==> config.mk <==
export PLATFORM = sky130hd
export DESIGN_NAME = bbd_avg
export DESIGN_NICKNAME = d
export VERILOG_FILES = /design/src/rtl/bayer_bilinear_demosaic_defines.svh /design/src/rtl/bbd_pkg.sv /design/src/rtl/bbd_avg.sv
export SDC_FILE = /design/constraint.sdc
export NUM_CORES = 1
export LEC_CHECK = 0
export ABC_AREA = 1
export BUFFER_PORTS_ARGS = -buffer_cell sky130_fd_sc_hd__buf_2
export CORE_ASPECT_RATIO = 1.4
export CORE_MARGIN = 1
export CORE_UTILIZATION = 55
export DETAILED_ROUTE_END_ITERATION = 8
export GPL_TIMING_DRIVEN = 0
export PLACE_DENSITY = 0.76
export SLEW_MARGIN = 20
export SYNTH_ARGS = -nofsm -noshare
export SYNTH_HDL_FRONTEND = slang
export SYNTH_SLANG_ARGS = --single-unit
==> constraint.sdc <==
create_clock -name vclk -period 12.7
set_clock_uncertainty 0.05 [all_clocks]
set_input_delay 0.635 -clock vclk [all_inputs]
set_output_delay 0.635 -clock vclk [all_outputs]
set_load 0.03 [all_outputs]
==> src/rtl/bayer_bilinear_demosaic_defines.svh <==
// assertion macros for the bayer demosaic block
// expects clk and arst_n in the scope of each use
`ifndef BAYER_BILINEAR_DEMOSAIC_DEFINES_SVH
`define BAYER_BILINEAR_DEMOSAIC_DEFINES_SVH

// property must hold at every clock edge outside reset
`define BBD_ASSERT(name, prop, msg) \
	name: assert property (@(posedge clk) disable iff (!arst_n) prop) \
		else $error(msg);

// condition must never be seen outside reset
`define BBD_NEVER(name, expr, msg) \
	name: assert property (@(posedge clk) disable iff (!arst_n) !(expr)) \
		else $error(msg);

`endif

==> src/rtl/bbd_pkg.sv <==
// shared types, register indexes and colour layout for the bayer demosaic block
// no dependencies
package bbd_pkg;

	typedef enum logic [1:0] {
		COL_RED   = 2'd0,
		COL_GREEN = 2'd1,
		COL_BLUE  = 2'd2
	} colour_t;

	localparam logic [1:0] REG_FRAME_WIDTH   = 2'd0;
	localparam logic [1:0] REG_FRAME_HEIGHT  = 2'd1;
	localparam logic [1:0] REG_BAYER_PATTERN = 2'd2;

	localparam logic CMD_PIXEL = 1'b0;
	localparam logic CMD_DRAIN = 1'b1;

	// colour per pattern, indexed by {row odd, column odd}
	localparam logic [1:0] COLOUR_OF [4][4] = '{
		'{2'd0, 2'd1, 2'd1, 2'd2},
		'{2'd2, 2'd1, 2'd1, 2'd0},
		'{2'd1, 2'd0, 2'd2, 2'd1},
		'{2'd1, 2'd2, 2'd0, 2'd1}
	};

	// centre parity and which neighbour rows and columns lie inside the frame
	typedef struct packed {
		logic y_odd;
		logic x_odd;
		logic top_ok;
		logic bot_ok;
		logic left_ok;
		logic right_ok;
	} geo_t;

	typedef struct packed {
		logic [15:0] red;
		logic [15:0] green;
		logic [15:0] blue;
		logic        row_end;
		logic        frame_end;
	} res_t;

	function automatic colour_t site_colour(logic [1:0] pat, logic y_odd, logic x_odd);
		return colour_t'(COLOUR_OF[pat][{y_odd, x_odd}]);
	endfunction

endpackage

==> src/rtl/bbd_avg.sv <==
// truncated mean per colour from neighbour sums, own colour passed through
// depends on bbd_pkg
module bbd_avg import bbd_pkg::*; #(
	parameter int PW = 16
) (
	input  logic [2:0][PW+1:0] sum,
	input  logic [2:0][2:0]    cnt,
	input  colour_t            own,
	input  logic [PW-1:0]      centre,
	output logic [15:0]        red,
	output logic [15:0]        green,
	output logic [15:0]        blue
);
	localparam int SW  = PW + 2;
	localparam int MSH = SW + 1;
	// reciprocal of three, exact for every sum below 2**SW
	localparam longint unsigned M3L = ((64'd1 << MSH) + 64'd2) / 64'd3;

	logic [SW-1:0]      m3;
	logic [SW-1:0]      sel;
	logic [2*SW-1:0]    prod;
	logic [PW-1:0]      q3;
	logic [2:0][PW-1:0] val;

	assign m3 = SW'(M3L);

	// at most one colour has three neighbours, so one multiplier serves
	always_comb begin
		sel = '0;
		for (int k = 0; k < 3; k++) begin
			if (cnt[k] == 3'd3) begin
				sel = sum[k];
			end
		end
	end

	assign prod = (2*SW)'(sel) * (2*SW)'(m3);
	assign q3   = PW'(prod >> MSH);

	always_comb begin
		for (int k = 0; k < 3; k++) begin
			if (own == colour_t'(k)) begin
				val[k] = centre;
			end else begin
				case (cnt[k])
					3'd1:    val[k] = PW'(sum[k]);
					3'd2:    val[k] = PW'(sum[k] >> 1);
					3'd3:    val[k] = q3;
					3'd4:    val[k] = PW'(sum[k] >> 2);
					default: val[k] = '0;
				endcase
			end
		end
	end

	assign red   = 16'(val[COL_RED]);
	assign green = 16'(val[COL_GREEN]);
	assign blue  = 16'(val[COL_BLUE]);

endmodule
-- Yosys cells after proc, flatten, opt, wreduce, memory -nomap -nowiden
Index checks and enable logic that the tools add are counted.
W data, S select, Z words.
- register bits after elaboration: 0
- memory bits (writable): 0
- word-level logic and storage cells: 25
- latch bits: 0
- bits in read-only memories: 0
- input port bits: 81
- memories kept: 0
- output and inout bits: 48
- divide/modulo/power cells: 0
- bitwise operators: 0
- multiplexer cells: 9
- eq/ne operators: 14
- order comparisons: 0
- multipliers: 1
- $add $sub $neg: 0
- shift operators: 0
- reduce and logical (&&, ||, !) cells: 1
- operators with widths (kind ; count):
    $pmux W16 S4 ; 3
    $mux W18 ; 3
    $mux W16 ; 3
    $mul A18 B18 Y35 const B ; 1
    $eq A3 B2 Y1 const B ; 6
    $eq A3 B1 Y1 const B ; 3
    $eq A3 B3 Y1 const B ; 3
    $eq A2 B1 Y1 const B ; 1
    $eq A2 B2 Y1 const B ; 1
    $logic_not A2 Y1 ; 1

-- Longest topological paths before layout
Gate-level depths: netlist (run 1).
- depth in word-level cells: 7
- gate-level depth with buffers: 35
- mapped depth without buffers: 34

-- Least setup slack after synthesis (run 1)
Ideal clock, no wire load.
- path kind: in2out
- from: input port cnt[5] (netlist bit)
- to: output port blue[11]
- stages: 29
- setup slack: 5.895 ns
- buffers on the path: 2
- arrival: 6.120 ns
- data required time: 12.015 ns
- cells stage by stage: inv_2 nand3_4 inv_2 buf_2 buf_2 nand2_1 a31oi_1 ha_1 fa_1 inv_1 fa_1 inv_1 fa_1 inv_1 fa_1 fa_1 inv_1 ha_1 a21oi_1 inv_1 nor2_1 o21ai_0 a21oi_1 nand2_1 nand2_1 nand3_1 nand2_1 nand2_1 nand2_1
- longest elaborated chain between the ends: 6
- RTL lines (element ; line ; text):
    start: declaration ; bbd_avg.sv:7 ; input logic [2:0][2:0] cnt,
    $eq A3 B2 Y1 ; bbd_avg.sv:31 ; if (cnt[k] == 3'd3) begin
    $mux W18 (2 in series) ; bbd_avg.sv:31 ;
    $mul A18 B18 Y35 ; bbd_avg.sv:37 ; assign prod = (2*SW)'(sel) * (2*SW)'(m3);
    $pmux W16 S4 ; bbd_avg.sv:45 ; case (cnt[k])
    $mux W16 ; bbd_avg.sv:42 ; if (own == colour_t'(k)) begin
    end: declaration ; bbd_avg.sv:12 ; output logic [15:0] blue
Every way passes these cells.

-- Worst setup path after layout (run 1)
- from: input port cnt[2] (netlist bit)
- to: output port red[10]
- longest elaborated chain between the ends: 7
- elaborated cells on any way between the ends: 10
- classes of those cells: mul (1); eq/ne (4); mux (5)
- RTL lines (element ; line ; text):
    $eq A3 B2 Y1 ; bbd_avg.sv:31, bbd_avg.sv:45 ;
    $mux W18 (3 in series) ; bbd_avg.sv:31 ;
    $mul A18 B18 Y35 ; bbd_avg.sv:37 ;
    $pmux W16 S4 (*) ; bbd_avg.sv:45 ;
    $mux W16 (*) ; bbd_avg.sv:42 ;
    end: declaration ; bbd_avg.sv:10 ; output logic [15:0] red,
Mark *: on every way between the ends. The rest lies on a longest branch, timed or not.

==> impl_metrics.tcl, run 1 <==
set metrics [dict create \
    synth_area_um2 8940 \
    antenna_found_initial 0 \
    arrival_ps 7750 \
    max_stage_delay_ps 780 \
    max_freq_mhz 119 \
    ys_seq_area_share_pct 0 \
    synth_area_leader_cell "fa_1" \
    synth_cells 1362 \
    final-hold-violation-count 0 \
    grt_overflow_total 0 \
    path_class "input port to output port" \
    cellPowerDensity_nw_per_um2 189 \
    via_per_inst 5.40 \
    core.rowCount 54 \
    path_max_fanout 10 \
    seq_cells 0 \
    routabilityCongestion 0.956 \
    place.port_buffers 129 \
    setup_viol 0 \
    drive_gt1_share_pct 11.6 \
    seq_area_um2 0 \
    fin_tns_setup_ps 0 \
    cts.hold.buffers_added 0 \
    syn_area_per_cell_um2 6.56 \
    pin_count 129 \
    grt_pass1_wl_mm 46.3 \
    cp_slowest_cell "a21oi_1" \
    cts_setup_buffers 0 \
    die_h_um 153 \
    endpoint_kind "output port" \
    fp.coreArea_um2 15700 \
    die_w_um 110 \
    start_util_pct 56.8 \
    rsz0062_at_grt "no" \
    dp_hpwl_mm 26.5 \
    hold_path.class "input port to output port" \
    synth_nets 1704 \
    synthTopCellsByArea "fa_1, ha_1, inv_1" \
    tightest_slew_ps 1070 \
    via_count 9115 \
    path_buf_inv 10 \
    grt_pass1_vias 9610 \
    areaGrowthSynthToFinish_pct 9.97 \
    status "complete, no violations" \
    maxSlewViolCount 0 \
    yosysMostFrequentCell "inv_1" \
    drt_wl_total_mm 29.3 \
    wire_per_inst_um 17.4 \
    fin_nets 1835 \
    cap_violations 0 \
    dr.first_iter.drc_count 460 \
    track_usage_pct 36.3 \
    required_ps 12020 \
    post_cts_resized 0 \
    yosysUniqueCellTypes 40 \
    post-route-period-util_pct 66.4 \
    drt_first_pass_iters 8 \
    ir_worst_vdd_mv 0.128 \
    startpoint_type "input port" \
    grt_max_degree 11 \
    ys.warnings.count 0 \
    die_area_um2 16800 \
    path_common_cell "inv_1" \
    synth_top_area_share_pct 24.0 \
    diodes 0 \
    fin_crit_ps 8440 \
    netlist_top_cells_count "inv_1, nand2_1, ha_1" \
    leakage_uw 0.00617 \
    postRouteAntennaNets 0 \
    worst_hold_slack_ps 1600 \
    nClkBuffers 0 \
    max-slew-margin-rel_pct 28.6 \
    critical_path.top_delay_family "adder cells" \
    drc_errors 0 \
]
-- report_power, final --
group / switching (uW) / internal, uW
logic: 1260 / 601
registers: 0 / 0
clock network: 0 / 0
total: 1260 / 601
-- metrics by stage --
step	setup slack (ps)	area, um^2	util (%)	std cells	power, uW
floorplan	5900	8940	-	1362	1320
global placement	4350	9830	62.4	1687	1820
detailed placement	4370	9830	62.4	1687	1830
CTS	4360	9830	62.4	1687	1850
global route	3880	9830	62.4	1687	2110
finish	4260	9830	62.4	1687	1860
-- final timing paths --
| check | slack (ps) | to | cells past startpoint | from |
|---|---|---|---|---|
| min | 1600 | red[6] | 4 | centre[6] |
| max | 4260 | red[10] | 31 | cnt[2] |
-- cell usage in the layout (no fill, tap or decap), types with 2 or more instances in the layout --
cell type and n:
inv_1 358, nand2_1 354, ha_1 154, buf_2 143
fa_1 107, a21oi_1 73, nand3_1 73, nor2_1 66
a221oi_1 29, o22ai_1 28, o21ai_0 26, nor3_1 8
inv_2 7, o21bai_1 6, xor2_1 6, clkbuf_1 6
nand2_2 4, clkinv_1 4, nand4_1 4, nand3b_1 4
xnor2_1 4, nand3_2 3, nor2_4 3, buf_4 2
nor2_2 2, and2_1 2, nor3_2 2
-- per-layer routing --
layer / global-route usage (%) / wire [um] / vias up
met4: 22.3 / 2250 / 0
met2: 66.5 / 14700 / 352
met1: 38.8 / 10800 / 4141
li1: - / - / 4504
met3: 3.71 / 1510 / 118
met5: 0 / 0 / -
-- layout make-up --
type	instances	area, um^2
multi-input cells	971	7440
fillers	1596	5920
inverters	369	1390
repair buffers	129	646
well taps	196	245
plain buffers	22	108
-- kinds of logic (layout without fill, tap and decap cells) --
group                    Yosys count  in the layout  synth area share (%)
buffers and inverters            391            520                  16.7
AND/OR/NAND/NOR                  531            531                  25.2
adder cells (fa/ha/maj)          261            261                  45.5
XOR/XNOR                          10             10                 0.980
AO/OA/AOI/OAI                    169            169                  11.5
-- worst min-delay path, stage by stage --
cell	delay, ps
buf_2	110
nand2_1	60
nand2_1	40
buf_2	160
Note: power is estimated with default switching activity, not from simulation.
==> run 2, diff against run 1 <==
--- a/config.mk
+++ b/config.mk
@@ -5,14 +5,14 @@
 export SDC_FILE = /design/constraint.sdc
 export NUM_CORES = 1
 export LEC_CHECK = 0
-export ABC_AREA = 1
+export ABC_AREA = 0
 export BUFFER_PORTS_ARGS = -buffer_cell sky130_fd_sc_hd__buf_2
 export CORE_ASPECT_RATIO = 1.4
 export CORE_MARGIN = 1
 export CORE_UTILIZATION = 55
 export DETAILED_ROUTE_END_ITERATION = 8
 export GPL_TIMING_DRIVEN = 0
-export PLACE_DENSITY = 0.76
+export PLACE_DENSITY = 0.8
 export SLEW_MARGIN = 20
 export SYNTH_ARGS = -nofsm -noshare
 export SYNTH_HDL_FRONTEND = slang
==> constraint.sdc (replaced) <==
create_clock -name vclk -period 7.1
set_clock_uncertainty 0.05 [all_clocks]
set_input_delay 0.355 -clock vclk [all_inputs]
set_output_delay 0.355 -clock vclk [all_outputs]
set_load 0.03 [all_outputs]
==> impl_metrics.tcl, run 2 <==
set metrics [dict create \
    violations "negative setup slack" \
    maxSlewViolCount 0 \
    place_ws_ps -2010 \
    die_w_um 104 \
    drc_errors 0 \
    grt_pass1_wl_mm 46.7 \
    synth_fa_ha_area_share_pct 50.4 \
    design_area_um2 10600 \
    dr.first_iter.drc_count 781 \
    rsz0062_at_grt "yes" \
    core.rowCount 52 \
    dp_hpwl_mm 23.7 \
    fin_nets 1569 \
    wire_per_inst_um 23.8 \
    cellPowerDensity_nw_per_um2 364 \
    arrival_ps 7080 \
    synth_area_um2 8080 \
    startpoint_type "input port" \
    syn_area_per_cell_um2 7.86 \
    place.port_buffers 129 \
    start_util_pct 56.2 \
    grt_pass1_vias 9155 \
    path_class "input port to output port" \
    path_max_fanout 9 \
    via_count 9045 \
    postRouteAntennaNets 0 \
    synth_nets 1370 \
    nClkBuffers 0 \
    die_h_um 145 \
    synth_area_leader_cell "fa_1" \
    synth-simple-area-share_pct 12.7 \
    seq_cells 0 \
    cap_violations 0 \
    status "complete, but fails checks" \
    grt_max_degree 11 \
    synth_compound_area_share_pct 21.0 \
    yosysMostFrequentCell "inv_1" \
    via_per_inst 6.40 \
    place_area_um2 8990 \
    yosysUniqueCellTypes 57 \
    synth_cells 1028 \
    synth_top_area_share_pct 26.5 \
    drt_first_pass_iters 8 \
    die_area_um2 15200 \
    busiest_layer "met2" \
    gr-usage-met2_pct 71.7 \
    synth_mux_area_share_pct 0 \
    required_ps 6690 \
    ys_seq_area_share_pct 0 \
    ys.warnings.count 0 \
    endpoint_kind "output port" \
    netlist_top_cells_count "inv_1, ha_1, fa_1" \
    antenna_found_initial 0 \
    max-slew-margin-rel_pct 30.4 \
    fin_crit_ps 7480 \
    most-common-layout-cells "inv_1, ha_1, buf_2" \
    grt_util_met3_pct 4.39 \
    drt_wl_total_mm 33.6 \
    ir_worst_vdd_mv 0.300 \
    areaGrowthSynthToFinish_pct 31.2 \
    final-hold-violation-count 0 \
    grtUsageMet1_pct 41.3 \
    hold_path.class "input port to output port" \
    max_freq_mhz 134 \
    tightest_slew_ps 1040 \
    seq_area_um2 0 \
    setup_ws_ps -381 \
    grt_overflow_total 0 \
    layout_commonest_cell "inv_1" \
    drive_gt1_share_pct 27.9 \
    fp.coreArea_um2 14400 \
    diodes 0 \
    pin_count 129 \
    setup_viol 41 \
    synth_top_family_by_area "adder cells" \
    synthTopCellsByArea "fa_1, ha_1, inv_1" \
    leakage_uw 0.00533 \
    synth_xor_area_share_pct 2.28 \
    track_usage_pct 39.5 \
    post-route-period-util_pct 105 \
    routabilityCongestion 1.04 \
]
run 2: cell types whose count changed after synthesis, sizes merged, moves of 24 or more:
cell    delta
a22oi     +75
a21oi     -40
o21ai     +29
clkbuf    +34
inv      -126
nand2    -289
nand3     -61
o22ai     -24
run 2: path summary, 6_finish.rpt:
| check | startpoint | endpoint | slack (ps) | cells after the start |
|---|---|---|---|---|
| max | cnt[2] | red[14] | -380 | 28 |
| min | centre[14] | red[14] | 1030 | 4 |
run 2: kinds of logic after synthesis:
group                    after synthesis
AO/OA/AOI/OAI                        243
XOR/XNOR                              21
adder cells (fa/ha/maj)              261
buffers and inverters                287
AND/OR/NAND/NOR                      216
run 2: repair_timing:
item                                    CTS  global route
setup buffers                            42            26
hold buffers                              0             0
endpoints found under the setup margin   48            39
pin swaps                                42            56
gates resized for setup                 135            96
cloned                                    1             0
run 2: metrics by stage:
| step | util (%) | instances | hold WS, ps | total power [uW] | setup TNS (ps) |
|---|---|---|---|---|---|
| after global routing | 73.7 | 1414 | 1040 | 4090 | -10960 |
| after global placement | 62.5 | 1346 | 1050 | 2560 | -66920 |
| after detailed placement | 62.5 | 1346 | 1060 | 2620 | -65800 |
| after floorplan | - | 1028 | 842 | 1870 | -46.3 |
| after CTS | 68.9 | 1388 | 1020 | 2960 | -49.6 |
| final | 73.7 | 1414 | 1030 | 3860 | -8810 |
run 2: worst max-delay path, cell delays in order:
cell and delay, ps:
buf_6 90, clkbuf_8 120, nand3b_1 240, nor2_4 260, buf_4 170, a221oi_2 70, nor2_4 310, ha_2 440
ha_1 340, inv_1 80, fa_1 560, inv_1 120, fa_1 490, fa_1 520, inv_1 70, fa_1 500
inv_1 50, ha_2 400, nand4_1 150, nand4_1 190, o22ai_4 110, a211o_1 340, and2_4 240, buf_6 120
a311oi_2 220, buf_4 200, o221ai_2 110, buf_6 170
run 2: cell type report:
cell class	instances	area, um^2
Inverter	239	897
Timing Repair Buffer	198	1310
Tap cell	189	236
Buffer	47	290
Multi-Input combinational cell	741	7870
Fill cell	1041	3770
run 2: where the power goes:
part	leakage (uW)	switching [uW]	internal (uW)	total, uW
clock	0	0	0	0
combinational	0.00533	2310	1540	3860
sequential	0	0	0	0
total	0.00533	2310	1540	3860
run 2: per-layer routing:
| metal | part of all wire, % | wire, um | up-vias |
|---|---|---|---|
| li1 | - | - | 3879 |
| met1 | 32 | 10900 | 4252 |
| met2 | 49 | 16600 | 662 |
| met3 | 8.6 | 2880 | 252 |
| met4 | 9.7 | 3280 | 0 |
| met5 | 0 | 0 | - |
==> run 3, diff against run 2 <==
--- a/config.mk
+++ b/config.mk
@@ -12,7 +12,7 @@
 export CORE_UTILIZATION = 55
 export DETAILED_ROUTE_END_ITERATION = 8
 export GPL_TIMING_DRIVEN = 0
-export PLACE_DENSITY = 0.8
+export PLACE_DENSITY = 0.77
 export SLEW_MARGIN = 20
 export SYNTH_ARGS = -nofsm -noshare
 export SYNTH_HDL_FRONTEND = slang
==> constraint.sdc (replaced) <==
create_clock -name vclk -period 9.03
set_clock_uncertainty 0.05 [all_clocks]
set_input_delay 0.4515 -clock vclk [all_inputs]
set_output_delay 0.4515 -clock vclk [all_outputs]
set_load 0.03 [all_outputs]
==> impl_metrics.tcl, run 3 (synthesis gave the netlist of run 2 again) <==
set metrics [dict create \
    nClkBuffers 0 \
    grt_max_degree 11 \
    crit_start "cnt[2]" \
    max-slew-margin-rel_pct 35.3 \
    layout_commonest_cell "inv_1" \
    required_ps 8530 \
    routabilityCongestion 1.02 \
    post_cts_resized 1 \
    grt_overflow_total 0 \
    drt_first_pass_iters 6 \
    setup_viol 0 \
    cellPowerDensity_nw_per_um2 232 \
    drt_wl_total_mm 26.9 \
    ir_worst_vdd_mv 0.215 \
    fin_nets 1501 \
    drc_errors 0 \
    worst_hold_slack_ps 1240 \
    fin_crit_ps 8840 \
    seq_area_um2 0 \
    maxSlewViolCount 0 \
    via_per_inst 6.05 \
    path_class "input port to output port" \
    areaGrowthSynthToFinish_pct 11.2 \
    max_freq_mhz 113 \
    grt_pass1_wl_mm 42.7 \
    postRouteAntennaNets 0 \
    seq_cells 0 \
    die_h_um 145 \
    die_w_um 104 \
    finish.utilization_pct 62.5 \
    drive_gt1_share_pct 14.2 \
    startpoint_type "input port" \
    pin_count 129 \
    cap_violations 0 \
    path_max_fanout 10 \
    track_usage_pct 35.8 \
    start_util_pct 56.2 \
    dp_hpwl_mm 23.5 \
    antenna_found_initial 1 \
    arrival_ps 8340 \
    rsz0062_at_grt "no" \
    cts.hold.buffers_added 0 \
    critPathCapture "green[6]" \
    wire_per_inst_um 20.0 \
    hold_path.class "input port to output port" \
    grt_pass1_vias 8302 \
    dr.first_iter.drc_count 479 \
    post-route-period-util_pct 97.9 \
    status "complete, no violations" \
    core.rowCount 52 \
    tightest_slew_ps 969 \
    leakage_uw 0.00482 \
    endpoint_kind "output port" \
    diodes 0 \
    cts_setup_buffers 0 \
    place.port_buffers 129 \
    most-common-layout-cells "inv_1, ha_1, buf_2" \
    final-hold-violation-count 0 \
    via_count 8148 \
    die_area_um2 15200 \
    fp.coreArea_um2 14400 \
]
run 3: cell count changes in the layout (fill, tap and decap cells not counted), moves of 16 or more:
| cell | delta |
|---|---|
| nor2_1 | +16 |
| buf_2 | +21 |
| ha_4 | -20 |
| buf_6 | -19 |
| buf_4 | -69 |
| ha_1 | +23 |
run 3: worst min path at each step:
stage	end	cells after the start	slack, ps	from
CTS	red[5]	4	1230	centre[5]
global route	red[5]	4	1250	centre[5]
detailed placement	red[5]	4	1230	centre[5]
finish	red[5]	4	1240	centre[5]
global placement	red[5]	4	1240	centre[5]
floorplan	red[15]	2	1040	centre[15]
run 3: cell type report:
type / instances / area [um^2]
Multi-Input combinational cell: 741 / 7010
Fill cell: 1338 / 5390
Inverter: 239 / 897
Timing Repair Buffer: 129 / 646
Tap cell: 189 / 236
Buffer: 48 / 204
run 3: where the power goes:
part | switching, uW | internal (uW)
logic | 1330 | 763
registers | 0 | 0
clock network | 0 | 0
total | 1330 | 763
run 3: worst max-delay path: stages:
cell      delay, ps
buf_2           100
clkbuf_1        230
nand3b_1        310
nor2_2          360
clkbuf_1        420
a221oi_1        220
nor2_2          320
ha_1            370
xor2_1          400
ha_1            320
inv_1            80
fa_1            410
inv_1            70
fa_1            440
fa_1            490
inv_1            50
fa_1            470
inv_1            40
ha_1            350
a21oi_1         430
o22ai_1         210
a211oi_2        270
a21oi_1         210
xor2_1          610
a221oi_1        160
o21ai_0         280
buf_2           250
run 3: metal layers:
layer / share of wire, % / vias up / track usage (%)
met5: 0.048 / - / 0
met1: 36 / 3858 / 40.3
met2: 52 / 430 / 67.0
met4: 6.2 / 2 / 17.9
li1: - / 3739 / -
met3: 6.1 / 119 / 2.82
run 3: stage by stage:
stage | instances | TNS [ps] | worst slack [ps] | area [um^2] | power [uW]
after floorplan | 1028 | 0 | 1500 | 8080 | 1470
after global placement | 1346 | -262 | -88.7 | 8960 | 2000
after detailed placement | 1346 | -287 | -102 | 8960 | 2040
after CTS | 1346 | 0 | 51.1 | 8960 | 2060
after global routing | 1346 | 0 | 68.4 | 8990 | 2320
final | 1346 | 0 | 187 | 8990 | 2090
